$ cat src/rtl/tfsp_pkg.sv
// Shared constants, register codes and stage types for the thermal frame statistics block.
package tfsp_pkg;

  localparam int FRAME_PIXELS_DEF = 64;

  localparam int PIXEL_W = 12;
  localparam int IDX_W = 6;
  localparam int AVG_W = 20;
  localparam int THR_W = 12;
  localparam int HOLD_W = 8;

  localparam int CFG_IDX_W = 1;
  localparam int CFG_DATA_W = 12;

  localparam logic [CFG_IDX_W-1:0] CFG_SPREAD_THRESHOLD = 1'd0;
  localparam logic [CFG_IDX_W-1:0] CFG_HOLD_FRAMES = 1'd1;

  localparam logic [THR_W-1:0] THR_RESET = 12'd16;
  localparam logic [HOLD_W-1:0] HOLD_RESET = 8'd10;

  // The mean in 1/1024 C is the sum scaled by 256 and divided by the frame size.
  localparam int AVG_SCALE_SHIFT = 8;
  localparam int DIV_SHIFT = 20;
  localparam int RECIP_W = DIV_SHIFT + AVG_SCALE_SHIFT + 1;

  typedef struct packed {
    logic signed [PIXEL_W-1:0] max_value;
    logic signed [PIXEL_W-1:0] min_value;
    logic [IDX_W-1:0]          max_index;
    logic [IDX_W-1:0]          min_index;
  } stats_t;

  typedef struct packed {
    stats_t stats;
    logic   person_present;
    logic   presence_changed;
    logic   sum_neg;
  } res_t;

endpackage

$ cat src/rtl/tfsp_frame_acc.sv
// Per-frame running maximum, minimum, positions and sum, with the frame-end stage register.
module tfsp_frame_acc
  import tfsp_pkg::*;
#(
  parameter int FRAME_PIXELS = FRAME_PIXELS_DEF,
  localparam int CNT_W = (FRAME_PIXELS > 1) ? $clog2(FRAME_PIXELS) : 1,
  localparam int SUM_W = PIXEL_W + CNT_W
) (
  input  logic                      clk,
  input  logic                      rst_n,
  input  logic                      in_valid,
  output logic                      in_stall,
  input  logic signed [PIXEL_W-1:0] in_pixel_value,
  output logic                      st_valid,
  input  logic                      st_ready,
  output stats_t                    st_stats,
  output logic signed [SUM_W-1:0]   st_sum
);

  logic [CNT_W-1:0]          cnt_r;
  logic signed [PIXEL_W-1:0] max_r;
  logic signed [PIXEL_W-1:0] min_r;
  logic [IDX_W-1:0]          max_idx_r;
  logic [IDX_W-1:0]          min_idx_r;
  logic signed [SUM_W-1:0]   sum_r;
  logic                      st_v_r;
  stats_t                    st_stats_r;
  logic signed [SUM_W-1:0]   st_sum_r;

  logic                      first;
  logic                      last;
  logic                      accept;
  logic                      take_max;
  logic                      take_min;
  logic signed [PIXEL_W-1:0] max_nxt;
  logic signed [PIXEL_W-1:0] min_nxt;
  logic [IDX_W-1:0]          max_idx_nxt;
  logic [IDX_W-1:0]          min_idx_nxt;
  logic signed [SUM_W-1:0]   sum_nxt;
  logic [CNT_W-1:0]          cnt_nxt;

  always_comb begin
    first = (cnt_r == '0);
    last = (cnt_r == CNT_W'(FRAME_PIXELS - 1));
    in_stall = st_v_r && !st_ready;
    accept = in_valid && !in_stall;
    take_max = first || (in_pixel_value > max_r);
    take_min = first || (in_pixel_value < min_r);
    max_nxt = take_max ? in_pixel_value : max_r;
    min_nxt = take_min ? in_pixel_value : min_r;
    max_idx_nxt = take_max ? IDX_W'(cnt_r) : max_idx_r;
    min_idx_nxt = take_min ? IDX_W'(cnt_r) : min_idx_r;
    sum_nxt = (first ? SUM_W'(0) : sum_r) + SUM_W'(in_pixel_value);
    cnt_nxt = last ? '0 : CNT_W'(cnt_r + 1'b1);
  end

  always_ff @(posedge clk) begin
    if (!rst_n) begin
      cnt_r <= '0;
      st_v_r <= 1'b0;
    end else begin
      if (accept) begin
        cnt_r <= cnt_nxt;
      end
      if (accept && last) begin
        st_v_r <= 1'b1;
      end else if (st_ready) begin
        st_v_r <= 1'b0;
      end
    end
  end

  always_ff @(posedge clk) begin
    if (accept) begin
      max_r <= max_nxt;
      min_r <= min_nxt;
      max_idx_r <= max_idx_nxt;
      min_idx_r <= min_idx_nxt;
      sum_r <= sum_nxt;
    end
    if (accept && last) begin
      st_stats_r.max_value <= max_nxt;
      st_stats_r.min_value <= min_nxt;
      st_stats_r.max_index <= max_idx_nxt;
      st_stats_r.min_index <= min_idx_nxt;
      st_sum_r <= sum_nxt;
    end
  end

  assign st_valid = st_v_r;
  assign st_stats = st_stats_r;
  assign st_sum = st_sum_r;

endmodule

$ cat src/rtl/tfsp_presence.sv
// Configuration registers, presence hysteresis and the reciprocal multiply of the frame sum.
module tfsp_presence
  import tfsp_pkg::*;
#(
  parameter int FRAME_PIXELS = FRAME_PIXELS_DEF,
  localparam int CNT_W = (FRAME_PIXELS > 1) ? $clog2(FRAME_PIXELS) : 1,
  localparam int SUM_W = PIXEL_W + CNT_W,
  localparam int QW = SUM_W + AVG_SCALE_SHIFT
) (
  input  logic                    clk,
  input  logic                    rst_n,
  input  logic                    cfg_write_en,
  input  logic [CFG_IDX_W-1:0]    cfg_index,
  input  logic [CFG_DATA_W-1:0]   cfg_data,
  input  logic                    up_valid,
  output logic                    up_ready,
  input  stats_t                  up_stats,
  input  logic signed [SUM_W-1:0] up_sum,
  output logic                    dn_valid,
  input  logic                    dn_ready,
  output res_t                    dn_res,
  output logic [SUM_W-1:0]        dn_mag,
  output logic [QW-1:0]           dn_quot
);

  localparam logic [RECIP_W-1:0] RECIP =
    RECIP_W'((longint'(1) << (DIV_SHIFT + AVG_SCALE_SHIFT)) / FRAME_PIXELS);

  logic [THR_W-1:0]  thr_r;
  logic [HOLD_W-1:0] hold_r;
  logic              present_r;
  logic [HOLD_W-1:0] rel_r;
  logic              v_r;
  res_t              res_r;
  logic [SUM_W-1:0]  mag_r;
  logic [QW-1:0]     quot_r;

  logic                       take;
  logic [PIXEL_W:0]           spread;
  logic                       high;
  logic                       present_nxt;
  logic [HOLD_W-1:0]          rel_nxt;
  logic                       neg;
  logic [SUM_W-1:0]           mag;
  logic [SUM_W+RECIP_W-1:0]   product;

  always_comb begin
    up_ready = !v_r || dn_ready;
    take = up_valid && up_ready;
    spread = {up_stats.max_value[PIXEL_W-1], up_stats.max_value}
           - {up_stats.min_value[PIXEL_W-1], up_stats.min_value};
    high = spread > {1'b0, thr_r};
    present_nxt = present_r;
    rel_nxt = rel_r;
    if (high) begin
      if (!present_r) begin
        rel_nxt = hold_r;
      end
      present_nxt = 1'b1;
    end else if (present_r) begin
      if (rel_r <= HOLD_W'(1)) begin
        rel_nxt = '0;
        present_nxt = 1'b0;
      end else begin
        rel_nxt = rel_r - 1'b1;
      end
    end
    neg = up_sum[SUM_W-1];
    mag = neg ? (~$unsigned(up_sum) + 1'b1) : $unsigned(up_sum);
    product = (SUM_W + RECIP_W)'(mag) * (SUM_W + RECIP_W)'(RECIP);
  end

  always_ff @(posedge clk) begin
    if (!rst_n) begin
      thr_r <= THR_RESET;
      hold_r <= HOLD_RESET;
      present_r <= 1'b0;
      rel_r <= '0;
      v_r <= 1'b0;
    end else begin
      if (cfg_write_en) begin
        case (cfg_index)
          CFG_SPREAD_THRESHOLD: begin
            thr_r <= cfg_data[THR_W-1:0];
          end
          CFG_HOLD_FRAMES: begin
            hold_r <= cfg_data[HOLD_W-1:0];
          end
          default: begin
          end
        endcase
      end
      if (take) begin
        present_r <= present_nxt;
        rel_r <= rel_nxt;
        v_r <= 1'b1;
      end else if (dn_ready) begin
        v_r <= 1'b0;
      end
    end
  end

  always_ff @(posedge clk) begin
    if (take) begin
      res_r.stats <= up_stats;
      res_r.person_present <= present_nxt;
      res_r.presence_changed <= present_nxt != present_r;
      res_r.sum_neg <= neg;
      mag_r <= mag;
      quot_r <= product[DIV_SHIFT +: QW];
    end
  end

  assign dn_valid = v_r;
  assign dn_res = res_r;
  assign dn_mag = mag_r;
  assign dn_quot = quot_r;

endmodule

$ cat src/rtl/tfsp_avg_out.sv
// Quotient correction, sign restore and the result register that drives the output channel.
module tfsp_avg_out
  import tfsp_pkg::*;
#(
  parameter int FRAME_PIXELS = FRAME_PIXELS_DEF,
  localparam int CNT_W = (FRAME_PIXELS > 1) ? $clog2(FRAME_PIXELS) : 1,
  localparam int SUM_W = PIXEL_W + CNT_W,
  localparam int QW = SUM_W + AVG_SCALE_SHIFT
) (
  input  logic                      clk,
  input  logic                      rst_n,
  input  logic                      up_valid,
  output logic                      up_ready,
  input  res_t                      up_res,
  input  logic [SUM_W-1:0]          up_mag,
  input  logic [QW-1:0]             up_quot,
  output logic                      out_valid,
  input  logic                      out_stall,
  output logic signed [PIXEL_W-1:0] out_max_value,
  output logic signed [PIXEL_W-1:0] out_min_value,
  output logic [IDX_W-1:0]          out_max_index,
  output logic [IDX_W-1:0]          out_min_index,
  output logic signed [AVG_W-1:0]   out_average,
  output logic                      out_person_present,
  output logic                      out_presence_changed
);

  localparam int N_W = $clog2(FRAME_PIXELS + 1);
  localparam int PW = QW + N_W;

  logic                    v_r;
  res_t                    res_r;
  logic signed [AVG_W-1:0] avg_r;

  logic          take;
  logic [PW-1:0] num;
  logic [PW-1:0] prod;
  logic [PW-1:0] rem;
  logic          bump;
  logic [QW-1:0] qmag;
  logic [QW:0]   qsig;

  // The estimate from the reciprocal is at most one below the true quotient.
  always_comb begin
    up_ready = !v_r || !out_stall;
    take = up_valid && up_ready;
    num = PW'({up_mag, AVG_SCALE_SHIFT'(0)});
    prod = PW'(up_quot) * PW'(FRAME_PIXELS);
    rem = num - prod;
    bump = rem >= PW'(FRAME_PIXELS);
    qmag = up_quot + QW'(bump);
    qsig = up_res.sum_neg ? (~{1'b0, qmag} + 1'b1) : {1'b0, qmag};
  end

  always_ff @(posedge clk) begin
    if (!rst_n) begin
      v_r <= 1'b0;
    end else begin
      if (take) begin
        v_r <= 1'b1;
      end else if (!out_stall) begin
        v_r <= 1'b0;
      end
    end
  end

  always_ff @(posedge clk) begin
    if (take) begin
      res_r <= up_res;
      avg_r <= AVG_W'(qsig);
    end
  end

  assign out_valid = v_r;
  assign out_max_value = res_r.stats.max_value;
  assign out_min_value = res_r.stats.min_value;
  assign out_max_index = res_r.stats.max_index;
  assign out_min_index = res_r.stats.min_index;
  assign out_average = avg_r;
  assign out_person_present = res_r.person_present;
  assign out_presence_changed = res_r.presence_changed;

endmodule

$ cat src/rtl/thermal_frame_stats_presence.sv
// Top level of the thermal frame statistics and presence detection block.
// Pixels are taken one per clock cycle while in_stall is low, in frame order, FRAME_PIXELS
// to a frame. On the last pixel of each frame one result is produced: the maximum and minimum
// with the position of the first pixel holding each, the mean in 1/1024 C truncated toward
// zero, and the presence flag with a change marker. A frame's result passes through the
// frame-end register, the presence and reciprocal-multiply register, and the output register.
// Every stage advances independently, so the input keeps taking one pixel per cycle while
// results wait, and only backs up once all three stages hold an untaken frame result.
// Configuration writes take effect for the next frame result that enters the presence stage;
// the user must make them while no frame is in progress, and the block does not enforce this.
module thermal_frame_stats_presence
  import tfsp_pkg::*;
#(
  parameter int FRAME_PIXELS = FRAME_PIXELS_DEF
) (
  input  logic                      clk,
  input  logic                      rst_n,
  input  logic                      in_valid,
  output logic                      in_stall,
  input  logic signed [PIXEL_W-1:0] in_pixel_value,
  output logic                      out_valid,
  input  logic                      out_stall,
  output logic signed [PIXEL_W-1:0] out_max_value,
  output logic signed [PIXEL_W-1:0] out_min_value,
  output logic [IDX_W-1:0]          out_max_index,
  output logic [IDX_W-1:0]          out_min_index,
  output logic signed [AVG_W-1:0]   out_average,
  output logic                      out_person_present,
  output logic                      out_presence_changed,
  input  logic                      cfg_write_en,
  input  logic [CFG_IDX_W-1:0]      cfg_index,
  input  logic [CFG_DATA_W-1:0]     cfg_data
);

  localparam int CNT_W = (FRAME_PIXELS > 1) ? $clog2(FRAME_PIXELS) : 1;
  localparam int SUM_W = PIXEL_W + CNT_W;
  localparam int QW = SUM_W + AVG_SCALE_SHIFT;

  logic                    st_valid;
  logic                    st_ready;
  stats_t                  st_stats;
  logic signed [SUM_W-1:0] st_sum;
  logic                    pr_valid;
  logic                    pr_ready;
  res_t                    pr_res;
  logic [SUM_W-1:0]        pr_mag;
  logic [QW-1:0]           pr_quot;

  tfsp_frame_acc #(
    .FRAME_PIXELS(FRAME_PIXELS)
  ) u_frame_acc (
    .clk(clk),
    .rst_n(rst_n),
    .in_valid(in_valid),
    .in_stall(in_stall),
    .in_pixel_value(in_pixel_value),
    .st_valid(st_valid),
    .st_ready(st_ready),
    .st_stats(st_stats),
    .st_sum(st_sum)
  );

  tfsp_presence #(
    .FRAME_PIXELS(FRAME_PIXELS)
  ) u_presence (
    .clk(clk),
    .rst_n(rst_n),
    .cfg_write_en(cfg_write_en),
    .cfg_index(cfg_index),
    .cfg_data(cfg_data),
    .up_valid(st_valid),
    .up_ready(st_ready),
    .up_stats(st_stats),
    .up_sum(st_sum),
    .dn_valid(pr_valid),
    .dn_ready(pr_ready),
    .dn_res(pr_res),
    .dn_mag(pr_mag),
    .dn_quot(pr_quot)
  );

  tfsp_avg_out #(
    .FRAME_PIXELS(FRAME_PIXELS)
  ) u_avg_out (
    .clk(clk),
    .rst_n(rst_n),
    .up_valid(pr_valid),
    .up_ready(pr_ready),
    .up_res(pr_res),
    .up_mag(pr_mag),
    .up_quot(pr_quot),
    .out_valid(out_valid),
    .out_stall(out_stall),
    .out_max_value(out_max_value),
    .out_min_value(out_min_value),
    .out_max_index(out_max_index),
    .out_min_index(out_min_index),
    .out_average(out_average),
    .out_person_present(out_person_present),
    .out_presence_changed(out_presence_changed)
  );

endmodule
$ cat config.mk
export PLATFORM = sky130hd
export DESIGN_NAME = thermal_frame_stats_presence
export DESIGN_NICKNAME = d
export VERILOG_FILES = /design/src/rtl/tfsp_pkg.sv /design/src/rtl/tfsp_frame_acc.sv /design/src/rtl/tfsp_presence.sv /design/src/rtl/tfsp_avg_out.sv /design/src/rtl/thermal_frame_stats_presence.sv
export SDC_FILE = /design/constraint.sdc
export NUM_CORES = 1
export LEC_CHECK = 0
export ABC_AREA = 1
export ABC_CLOCK_PERIOD_IN_PS = 11100
export BUFFER_PORTS_ARGS = -buffer_cell sky130_fd_sc_hd__buf_2
export CORE_MARGIN = 5
export CORE_UTILIZATION = 35
export CTS_CLUSTER_SIZE = 30
export DETAILED_ROUTE_END_ITERATION = 6
export GPL_TIMING_DRIVEN = 1
export PLACE_DENSITY = 0.58
export SLEW_MARGIN = 30
export SYNTH_ARGS = -nofsm -noshare
export SYNTH_HDL_FRONTEND = slang
export SYNTH_SLANG_ARGS = --single-unit
$ cat constraint.sdc
create_clock -name clk -period 11.1 [get_ports clk]
set_input_delay 0.555 -clock clk [delete_from_list [all_inputs] [get_ports clk]]
set_output_delay 0.555 -clock clk [all_outputs]
set_load 0.05 [all_outputs]
# Word level (Yosys, flattened, before mapping)
# Cells that the tools add are included.
# op_classes
add_sub_neg	8
multipliers	0
n_div	0
n_lt_le_gt_ge	5
eq_ne	4
shifts	0
muxes	21
bitwise	3
n_reduce_logical	21
# ops
op	n
33-bit by 7-bit >= comparator with 1-bit output, second input constant	1
8-bit two-way mux	4
26-bit by 26-bit subtractor with 27-bit output	1
12-bit two-way mux	2
20-bit by 1-bit adder with 20-bit output	1
20-bit by 1-bit adder with 20-bit output, second input constant	1
20-bit two-way mux	1
20-bit NOT	1
18-bit by 1-bit adder with 18-bit output, second input constant	1
18-bit by 12-bit adder with 18-bit output	1
18-bit two-way mux	1
6-bit two-way mux	3
18-bit NOT	1
17-bit two-way mux	1
13-bit by 12-bit greater-than comparator with 1-bit output	1
12-bit by 12-bit subtractor with 13-bit output	1
12-bit greater-than comparator	1
12-bit less-than comparator	1
1-bit two-way mux	9
8-bit by 1-bit less-or-equal comparator with 1-bit output, second input constant	1
8-bit by 1-bit subtractor with 8-bit output, second input constant	1
6-bit by 1-bit adder with 6-bit output, second input constant	1
6-bit equality test, second input constant	1
6-bit logical NOT	1
10 further kinds	24
# word_totals
reg_bits	261
latch_bits	0
ram_bits	0
rom_bits	0
in_bits	30
output_inout_bits	60
word_cells	96
mem_count	0

# Depth between registers and ports, before layout
# logic_depth
depth_word	9
ltp_mapped	23
mapped_depth_nobuf	22

# Modules after synthesis
# From an unflattened synthesis, not the netlist that was laid out.
# hier_totals
hier_cells	1719
hier_area_um2	15021.9
# modules_own_cells
mod	instances	cells_each	area_per_inst_um2
tfsp_frame_acc	1	573	5798.1
tfsp_avg_out	1	649	4630.7
tfsp_presence	1	497	4593.2

# Least setup slack after synthesis
# Ideal clock, no wire load.
# synth_timing
path_type	input port to flip-flop
startpoint	input out_stall
endpoint	register u_avg_out.avg_r[10], in the netlist u_avg_out.out_average[10] (enable)
arrival_ps	3304
slack_ps	7307
stages	1
n_path_buf	0
path_cell_list	a21oi_1
# synth_via
elab_chain_cells	3
# synth_lines
element	line_no	text
start, declared	thermal_frame_stats_presence.sv:22	input logic out_stall,
1-bit logical NOT	tfsp_avg_out.sv:45	up_ready = !v_r || !out_stall;
1-bit logical OR	tfsp_avg_out.sv:45	
1-bit logical AND	tfsp_avg_out.sv:46	take = up_valid && up_ready;
end signal, assigned	tfsp_avg_out.sv:70	avg_r <= AVG_W'(qsig);
end, declared	tfsp_avg_out.sv:33	logic signed [AVG_W-1:0] avg_r;
# No other way between the ends.
# A chain may end at the register's enable or synchronous reset.

# Worst setup path in the final report
# layout_timing
startpoint	register u_frame_acc.cnt_r[0]
endpoint	register u_frame_acc.st_sum_r[16], in the netlist u_frame_acc.st_sum[16], data pin
# layout_via
elab_chain_cells	3
# layout_lines
element	line_no	text
start, declared	tfsp_frame_acc.sv:20	logic [CNT_W-1:0] cnt_r;
start signal, assigned	tfsp_frame_acc.sv:63	cnt_r <= cnt_nxt;
6-bit logical NOT	tfsp_frame_acc.sv:43	first = (cnt_r == '0);
18-bit two-way mux	tfsp_frame_acc.sv:53	sum_nxt = (first ? SUM_W'(0) : sum_r) + SUM_W'(in_pixel_value);
18-bit by 12-bit adder with 18-bit output	tfsp_frame_acc.sv:53	
via u_frame_acc.sum_nxt[16]	tfsp_frame_acc.sv:39	logic signed [SUM_W-1:0] sum_nxt;
end signal, assigned	tfsp_frame_acc.sv:86	st_sum_r <= sum_nxt;
end, declared	tfsp_frame_acc.sv:28	logic signed [SUM_W-1:0] st_sum_r;
# The timed path passes the listed nets, and every way through them passes these cells.

==> flow_summary_export.csv <==
group,metric,value,unit
synth,yosysTopAreaCell,"edfxtp_1",
power,p_leak,5.70,nW
worst_setup_path,crit_top_cell,"nand3_1",
finish,multi_input_area,3970,um2
die,fp.dieH,195,um
worst_setup_path,arrival,3900,ps
global_route,grt_overflow_total,0,
routing,routed_wl,23700,um
timing,slew_headroom,0.403,
clock_network,clk_pin_slew_worst_paths,60,ps
synth,yosys.area.top_type_share,0.554,
worst_setup_path,startpoint_type,"flip-flop",
synth,async_flop_share,0,
synth,synth.avg_cell_area,11.1,um2
timing,tns,0,ps
clock_network,htreeDepth,1,
clock_network,cts_resized,0,
place,place.gp.congestion,0.819,
timing,slew_violations,0,
min_path,min_to,"u_presence.hold_r[3]",
routing,drc,0,
worst_setup_path,reg2reg_depth,15,
die,initial_core_util,0.356,
min_path,hp-class,"input port to flip-flop",
routing,antenna_left,0,
timing,period_share,0.320,
synth,syn_inst,1081,
routing,drt-vias-per-instance,4.59,
die,row_count,67,
min_path,hold_start,"cfg_data[3]",
global_route,antenna_found_initial,3,
clock_network,postCtsHoldBufs,0,
worst_setup_path,cp.required,11460,ps
synth,synthTopCellsByArea,"edfxtp_1, ha_1, dfxtp_1",
routing,drtPass1Iterations,5,
job,cap_violations,0,
timing,rsz0062_at_grt,"no",
power,vdd_drop_max,0.103,mV
clock_network,root_buffer,"clkbuf_16",
timing,hold_viol_final,0,
worst_setup_path,r2r-start,"u_frame_acc.cnt_r[0]",
clock_network,ctsLongestPathBuffers,3,
synth,yosysWarningCount,0,
place,hpwl,17500,um
timing,tightest_slew,893,ps
worst_setup_path,crit_chain,"inv_1 > ha_1 > nand3_1 > nand2_1 > inv_1 > ha_1 > fa_1 > nand3_1 > nand3_1 > a21boi_1 > o21ai_0 > a21oi_1 > nor2_1 > nor2_1 > xor2_1",
clock_network,cts_tree,"built",
worst_setup_path,crit_path_end_kind,"flip-flop",
global_route,grt_max_degree,54,
global_route,grt_pass1_wl,39100,um
power,power_density,168,nW/um2
die,core,33700,um2
die,dieArea,38000,um2
finish,areaGrowthSynthToFinish,15.8,%
timing,finalSetupViolations,0,
worst_setup_path,worstPathMaxFanout,19,
routing,vias,7575,
die,die_w,195,um
timing,fin_skew,17.1,ps
timing,fmax,282,MHz
routing,drtIter0Drc,426,
global_route,grt_util_all_layers,0.123,
timing,finalCriticalPeriod,3550,ps
worst_setup_path,rr_endpoint,"u_frame_acc.st_sum[16]",
power,power.total,2.34,mW
synth,ys_types,47,
die,ioPinCount,90,
finish,drive_gt1_frac,0.137,
clock_network,clock-sinks,259,
outcome,status,"complete, no violations",
synth,synth_seq_cells,259,
finish,seq_area,7400,um2
worst_setup_path,slowest_delay,640,ps
synth,synth-edff-count,221,
routing,wire_per_inst,14.4,um
finish,n_fill_cell,3218,
synth,synth-seq-area-share,0.617,
synth,synthFlopType,"edfxtp_1",
finish,final_nets,1284,
clock_network,clk_latency,530,ps
place,port_buffers,87,
worst_setup_path,regToRegSetupSlack,7550,ps
worst_setup_path,critPathSlowestCell,"nand3_1",
global_route,grt_pass1_vias,7577,
clock_network,post_cts_buffers,0,
min_path,worstHoldPathCells,3,
synth,synth.cell_area,12000,um2
worst_setup_path,path_class,"flip-flop to flip-flop",
clock_network,cts_buffers,27,
[critical path, delay by kind of cell (launching register included)]
kind            cells  cell delay, ps
xor+xnor            1             190
compound gates      3             650
fa+ha+maj           3             770
simple gates        6            1230
buf+inv             2             160
flops               1             370
[flip-flops by register name, indices dropped and copies added, names as in the netlist, 12 cells and up]
register,count
u_presence.dn_res,39
u_frame_acc.st_stats,36
u_avg_out.out_average,18
u_frame_acc.st_sum,18
u_frame_acc.sum_r,18
u_presence.dn_mag,18
u_avg_out.out_max_value,12
u_avg_out.out_min_value,12
u_frame_acc.max_r,12
u_frame_acc.min_r,12
u_presence.thr_r,12
[final cells by class]
| cell class | instances | share of cell area |
|---|---|---|
| clock inverters | 19 | 0.0200 |
| diodes | 2 | 0.000361 |
| repair buffers | 92 | 0.0341 |
| inverters | 136 | 0.0368 |
| multi-input cells | 666 | 0.286 |
| clock buffers | 29 | 0.0492 |
| flip-flops and latches | 259 | 0.533 |
| well taps | 448 | 0.0404 |
[logic make-up after synthesis]
family | count (synthesis) | synth area share
xor gates and xnor gates | 62 | 0.0469
and+or+nand+nor | 362 | 0.130
DFF | 259 | 0.617
other | 1 | 0.000313
AOI/OAI and AO/OA | 168 | 0.0763
buffers and inverters | 157 | 0.0532
adders and majority gates | 72 | 0.0764
[worst max path at each step]
stage | start | end | slack [ps] | depth (start not counted)
after floorplan | out_stall | u_avg_out.out_average[10] | 7310 | 1
after global placement | u_frame_acc.cnt_r[5] | u_frame_acc.st_sum[16] | 7590 | 14
after detailed placement | u_frame_acc.cnt_r[0] | u_frame_acc.sum_r[16] | 7510 | 15
after CTS | u_frame_acc.cnt_r[0] | u_frame_acc.st_sum[16] | 7490 | 15
after global routing | u_frame_acc.cnt_r[0] | u_frame_acc.st_sum[16] | 7150 | 15
final | u_frame_acc.cnt_r[0] | u_frame_acc.st_sum[16] | 7550 | 15
[stage by stage]
stage	hold slack (ps)	setup slack, ps	util	cell area, um2	cells
global placement	402	7590	0.383	12900	1601
finish	246	7550	0.412	13900	1651
CTS	220	7490	0.411	13900	1649
global route	251	7150	0.412	13900	1649
floorplan	400	7310	-	12000	1082
detailed placement	405	7510	0.383	12900	1601
[power breakdown]
group	internal, mW	switching (mW)	total (mW)	leakage (nW)
Sequential	1.11	0.0117	1.12	2.35
Combinational	0.0790	0.165	0.244	2.89
Clock	0.606	0.362	0.968	0.461
Total	1.80	0.538	2.34	5.69
[per-layer routing]
metal	routed length, um	global-route usage	up-vias	part of all wire
met3	1130	0.0241	28	0.048
met1	11300	0.172	3521	0.48
met2	10900	0.200	118	0.46
met4	359	0.0297	2	0.015
li1	-	-	3906	-
met5	11	0	-	0.00046
[cells in the final DEF, fill, tap and decap left out, types with 3 or more instances in the layout]
cell type	instances
clkinv_1	4
bufinv_16	7
edfxtp_1	221
buf_2	87
a21oi_1	66
xor2_1	36
a31oi_1	6
buf_4	5
o21ai_0	44
nand3_1	43
a21boi_1	3
nor3_1	14
a21o_1	4
inv_1	128
o21ai_1	30
nand4_1	8
o211ai_1	3
nand2_1	193
or2_2	3
clkinv_2	3
ha_1	70
xnor2_1	25
nor2_1	79
nand2_2	6
inv_2	8
dfxtp_1	38
o31ai_1	4
clkbuf_16	27
[cells in the mapped netlist, types with 4 or more instances]
cell	instances
edfxtp_1	221
nand2_1	194
inv_1	130
nor2_1	79
ha_1	70
a21oi_1	67
o21ai_0	44
nand3_1	43
dfxtp_1	38
xor2_1	36
o21ai_1	30
xnor2_1	25
nor3_1	14
clkbuf_1	9
nand4_1	8
a31oi_1	6
inv_2	6
nand2_2	5
a21o_1	4
buf_4	4
buf_6	4
o31ai_1	4
No activity file was read; power rests on OpenSTA's default activity.
